==> config.mk <==
export PLATFORM = sky130hd
export DESIGN_NAME = lruc_ctrl
export DESIGN_NICKNAME = d
export VERILOG_FILES = /design/src/rtl/lruc_pkg.sv /design/src/rtl/lruc_ctrl.sv
export SDC_FILE = /design/constraint.sdc
export NUM_CORES = 1
export LEC_CHECK = 0
export ABC_AREA = 1
export BUFFER_PORTS_ARGS = -buffer_cell sky130_fd_sc_hd__clkbuf_2
export CAP_MARGIN = 15
export CORE_AREA = 2 2 39 41
export DETAILED_ROUTE_END_ITERATION = 10
export DIE_AREA = 0 0 41 43
export SETUP_SLACK_MARGIN = 0.02
export SLEW_MARGIN = 10
export SYNTH_ARGS = -nofsm -noshare
export SYNTH_HDL_FRONTEND = slang
export SYNTH_SLANG_ARGS = --single-unit
==> constraint.sdc <==
create_clock -name clk -period 2.2 [get_ports clk]
set_clock_uncertainty 0.15 [all_clocks]
set_input_delay 0.55 -clock clk [delete_from_list [all_inputs] [get_ports clk]]
set_output_delay 0.55 -clock clk [all_outputs]
set_load 0.01 [all_outputs]
==> src/rtl/lruc_pkg.sv <==
// Package with shared types, constants and helpers of the LRU cache tag store.
package lruc_pkg;

    localparam int SBITS_MAX = 12;
    localparam int RANK_W = 3;
    localparam logic [RANK_W-1:0] RANK_MAX = 3'd7;
    localparam int CNT_W = 32;

    localparam logic [1:0] MODE_MODIFY = 2'd2;

    localparam logic [1:0] CFG_SET_BITS = 2'd0;
    localparam logic [1:0] CFG_WAYS = 2'd1;
    localparam logic [1:0] CFG_OFFSET_BITS = 2'd2;

    typedef enum logic [2:0] {
        ST_CLEAR,
        ST_IDLE,
        ST_DECODE,
        ST_READ,
        ST_LOOKUP
    } state_t;

    typedef struct packed {
        logic clr_we;
        logic load_in;
        logic decode;
        logic rd_en;
        logic commit;
    } cmd_t;

    typedef struct packed {
        logic clear_last;
        logic out_free;
    } status_t;

    function automatic logic [CNT_W-1:0] sat_inc(input logic [CNT_W-1:0] v);
        return (v == '1) ? v : v + 1'b1;
    endfunction

endpackage

==> src/rtl/lruc_ctrl.sv <==
// Controller state machine that sequences clearing, decode, tag read and update.
module lruc_ctrl (
    input  logic               clk,
    input  logic               rst_n,
    input  logic               in_valid,
    output logic               in_ready,
    input  lruc_pkg::status_t  status,
    output lruc_pkg::cmd_t     cmd
);

    lruc_pkg::state_t state_reg;
    lruc_pkg::state_t state_next;

    always_ff @(posedge clk or negedge rst_n)
    begin
        if (!rst_n)
        begin
            state_reg <= lruc_pkg::ST_CLEAR;
        end
        else
        begin
            state_reg <= state_next;
        end
    end

    always_comb
    begin
        state_next = state_reg;
        unique case (state_reg)
            lruc_pkg::ST_CLEAR:
            begin
                if (status.clear_last)
                begin
                    state_next = lruc_pkg::ST_IDLE;
                end
            end
            lruc_pkg::ST_IDLE:
            begin
                if (in_valid)
                begin
                    state_next = lruc_pkg::ST_DECODE;
                end
            end
            lruc_pkg::ST_DECODE: state_next = lruc_pkg::ST_READ;
            lruc_pkg::ST_READ:   state_next = lruc_pkg::ST_LOOKUP;
            lruc_pkg::ST_LOOKUP:
            begin
                if (status.out_free)
                begin
                    state_next = lruc_pkg::ST_IDLE;
                end
            end
            default: state_next = lruc_pkg::ST_CLEAR;
        endcase
    end

    always_comb
    begin
        cmd = '0;
        in_ready = 1'b0;
        unique case (state_reg)
            lruc_pkg::ST_CLEAR:  cmd.clr_we = 1'b1;
            lruc_pkg::ST_IDLE:
            begin
                in_ready = 1'b1;
                cmd.load_in = in_valid;
            end
            lruc_pkg::ST_DECODE: cmd.decode = 1'b1;
            lruc_pkg::ST_READ:   cmd.rd_en = 1'b1;
            lruc_pkg::ST_LOOKUP: cmd.commit = status.out_free;
            default: cmd = '0;
        endcase
    end

endmodule

==> Word-level counts from Yosys, hierarchy flattened <==
Cells that the tools add are included.
Widths: inputs -> output; s select.
{ "classes": {"addsub": 0, "mul": 0, "n_div": 0, "n_lt_le_gt_ge": 0, "eq_ne": 7, "shift": 0, "n_mux": 10, "n_bitwise": 0, "reduce_logical": 2} }
{ "op_table": {"columns": ["op", "n"], "rows": [
  ["$pmux 3 s5", 1],
  ["$mux 3", 3],
  ["$eq 3x2->1 const B", 2],
  ["$mux 1", 6],
  ["$ne 2x2->1 const B", 3],
  ["$eq 3x1->1 const B", 1],
  ["$eq 3x3->1 const B", 1],
  ["$logic_not 3->1", 1],
  ["$reduce_and 3->1", 1]
]} }
{ "totals": {"ff_bits": 3, "latch_bits": 0, "ramBits": 0, "romBits": 0, "inputBits": 5, "elab_cells": 20, "memories": 0} }

==> Logic depth before layout (Yosys ltp) <==
{ "logic_depth": {"ltp_word": 3, "ltp_mapped": 5} }

==> Worst setup path after synthesis <==
OpenSTA, ideal clock, no wires.
{ "synth_path": {"kind": "input -> output", "start": "input status[0] in the netlist's numbering", "end": "output cmd[0] in the netlist's numbering", "arrival_ps": 934, "slack_ps": 566, "stages": 2, "n_path_buf": 0, "path_cell_list": "inv_1 nor4_1"} }
{ "synth_rtl": {"columns": ["item", "line", "source"], "rows": [
  ["from (decl)", "lruc_ctrl.sv:7", "input lruc_pkg::status_t status,"],
  ["to (decl)", "lruc_ctrl.sv:8", "output lruc_pkg::cmd_t cmd"]
]} }

==> impl_metrics.yaml <==
status:
  outcome: "complete, no violations"
clocking:
  cts_tree: "done"
  h-tree-depth: 1
  ctsLongestPathBuffers: 2
  clkSinkCount: 3
  cts_resized: 0
  clkTransAtPathRegs_ns: 0.04
  numCtsBuffers: 3
  root_buffer: "clkbuf_4"
  clkLatencyLatePin_ns: 0.24
drt:
  wl_per_cell_um: 7.52
  wl_met2_um: 218
  drt_iter0_drc: 0
  avgViaCountPerCell: 3.87
  highest-signal-layer: "met4"
  vias: 244
  ant_nets: 0
  wl_um: 474
  drc_errors: 0
  wl_met3_um: 30
  wirelength_met1_um: 201
  drt_pass1_iterations: 1
min_path:
  hold_class: "in2reg"
power:
  powerDensity_nw_per_um2: 1440
  p_leak_nw: 0.205
  sw_frac_of_total_pct: 45.8
  vdd_drop_max_mv: 0.246
  p_int_w: 0.000244
  p_comb_share_pct: 51.6
  p_seq_share_pct: 26.3
  clockPowerShare_pct: 22.2
  p_sw_w: 0.000207
sta:
  final.setup.worst_slack_ns: 0.376
  holdWs_ns: 0.468
  finalCriticalPeriod_ns: 1.82
  finalSetupTns_ns: 0
  worstMarginPinSlew_ns: 0.218
  setup_violations: 0
  slew_headroom_pct: 85.4
  period_share_pct: 82.9
  final_hold_viol_count: 0
  maxSlewViolCount: 0
  max_freq_mhz: 548
  rsz0062_at_grt: "false"
final_layout:
  regArea_um2: 75.1
  largest_register_ffs: 3
  diodes: 0
  final_core_util_pct: 22.7
  final_nets: 53
  syn_to_final_growth_pct: 51.2
  nFillCells: 160
  layoutNonFillerInstCount: 63
  multiInputGateArea_um2: 95.1
  layout-drive-gt1-share_pct: 34.0
placed_design:
  gp_congestion: 0.674
  io_buffer_count: 10
  dp.cells: 58
  dp_slack_ns: 0.511
  dp_hpwl_um: 371
setup_path:
  max_stage_delay_ns: 0.42
  worstPathArrival_ns: 1.12
  path_cells: "inv_1 -> nand3_2 -> nor2_1 -> clkbuf_2"
  critPathLaunchType: "flip-flop"
  timing_worst_setup_path_type: "reg2out"
  cp_slowest_cell: "dfrtp_1"
  cp_data_required_time_ns: 1.50
  crit_fanout: 6
  crit_path_end_kind: "output pin"
synth:
  yosysUniqueCellTypes: 12
  netlist_instances: 32
  synth_area_um2: 208
  synth_ff_type: "dfrtp_1"
  ys_warn_count: 0
  syn_avg_cell_area_um2: 6.49
  synth_edf_count: 0
  async_reset_ff_share_pct: 100
  synthTopCellsByArea: "dfrtp_1 36%, inv_1 16%, nand3_1 12%, nand2_1 7.2%, nor2_1 7.2%"
  ys_ff_latch: 3
  syn-num-nets: 37
  yosysMostFrequentCell: "inv_1"
  synth-seq-area-share_pct: 36.1
  ys_top_cells_by_count: "9 x inv_1, 5 x nand3_1, 4 x nand2_1, 4 x nor2_1, 3 x dfrtp_1"
  synth_top_area_cell: "dfrtp_1"
  yosys.area.top_type_share_pct: 36.1
die:
  io_pins: 11
  initial_core_util_pct: 15.0
  core_um2: 1380
  die_h_um: 43
  placementRows: 14
  die_w_um: 41
  dieArea_um2: 1760
global_route:
  overflow: 0
  grt_pass1_wl_um: 745
  first_global_vias: 215
  antenna_found_initial: 0
  grt_max_degree: 7
  grt_use_total_pct: 7.25
run:
  maxCapViolCount: 0
## cells in the final DEF (no fill, tap or decap), types with 3 or more instances in the layout
master    Yosys  final
dfrtp_1       3      3
nor2_1        4      4
nand2_1       4      4
nand3_1       5      5
clkbuf_4      0      3
clkbuf_2      0     10
inv_1         9      9
## power by group through the flow
stage / sequential [W] / combinational, W / clock [W]
final: 0.000118 / 0.000233 / 0.000100
after global placement: 0.000120 / 0.000232 / 0
after CTS: 0.000118 / 0.000237 / 0.000104
after global routing: 0.000124 / 0.000265 / 0.000106
after detailed placement: 0.000119 / 0.000234 / 0
after floorplan: 0.000112 / 0.000165 / 0
## path summary, 6_finish.rpt
kind / from / end / slack [ns] / depth (start not counted)
setup / recovery: state_reg[1] / cmd[3] / 0.38 / 4
hold / removal: in_valid / state_reg[0] / 0.47 / 3
setup reg to reg: state_reg[0] / state_reg[0] / 1.09 / 4
hold reg to reg: state_reg[1] / state_reg[2] / 0.47 / 2
max in group asynchronous: rst_n / state_reg[2] / 1.30 / 2
min in group asynchronous: rst_n / state_reg[0] / 0.49 / 2
## layout make-up
cell class                 instances  area share (%)
multi-input combinational         19            30.3
timing repair buffer              11            19.1
sequential                         3            23.9
inverter                          10            12.0
clock buffer                       4            8.37
tap                               16            6.37
## critical path, delay by kind of cell, from the launching register on
family	cells	cell delay, ns
buffers and inverters	2	0.26
and+or+nand+nor	2	0.20
DFF	1	0.42
## per-layer routing
| layer | up-vias | GRT usage [%] |
|---|---|---|
| li1 | 128 | - |
| met1 | 104 | 6.49 |
| met2 | 8 | 9.69 |
| met3 | 4 | 3.14 |
| met4 | 0 | 10.0 |
| met5 | - | 0 |
## cells by family after synthesis
group	after synthesis	synth area share (%)
buf+inv	10	18.1
simple gates	17	39.8
flops	3	36.1
compound gates	2	6.02
## timing repair
action                                 CTS  global route
setup buffers                            0             0
hold buffers                             1             0
endpoints found under the hold margin    3             0
## per-stage QoR
| step | area, um^2 | power, W |
|---|---|---|
| after global routing | 314 | 0.000496 |
| after global placement | 278 | 0.000352 |
| after floorplan | 208 | 0.000276 |
| final | 314 | 0.000451 |
| after detailed placement | 278 | 0.000353 |
| after CTS | 314 | 0.000459 |
No activity file was read; power rests on OpenSTA's default activity.
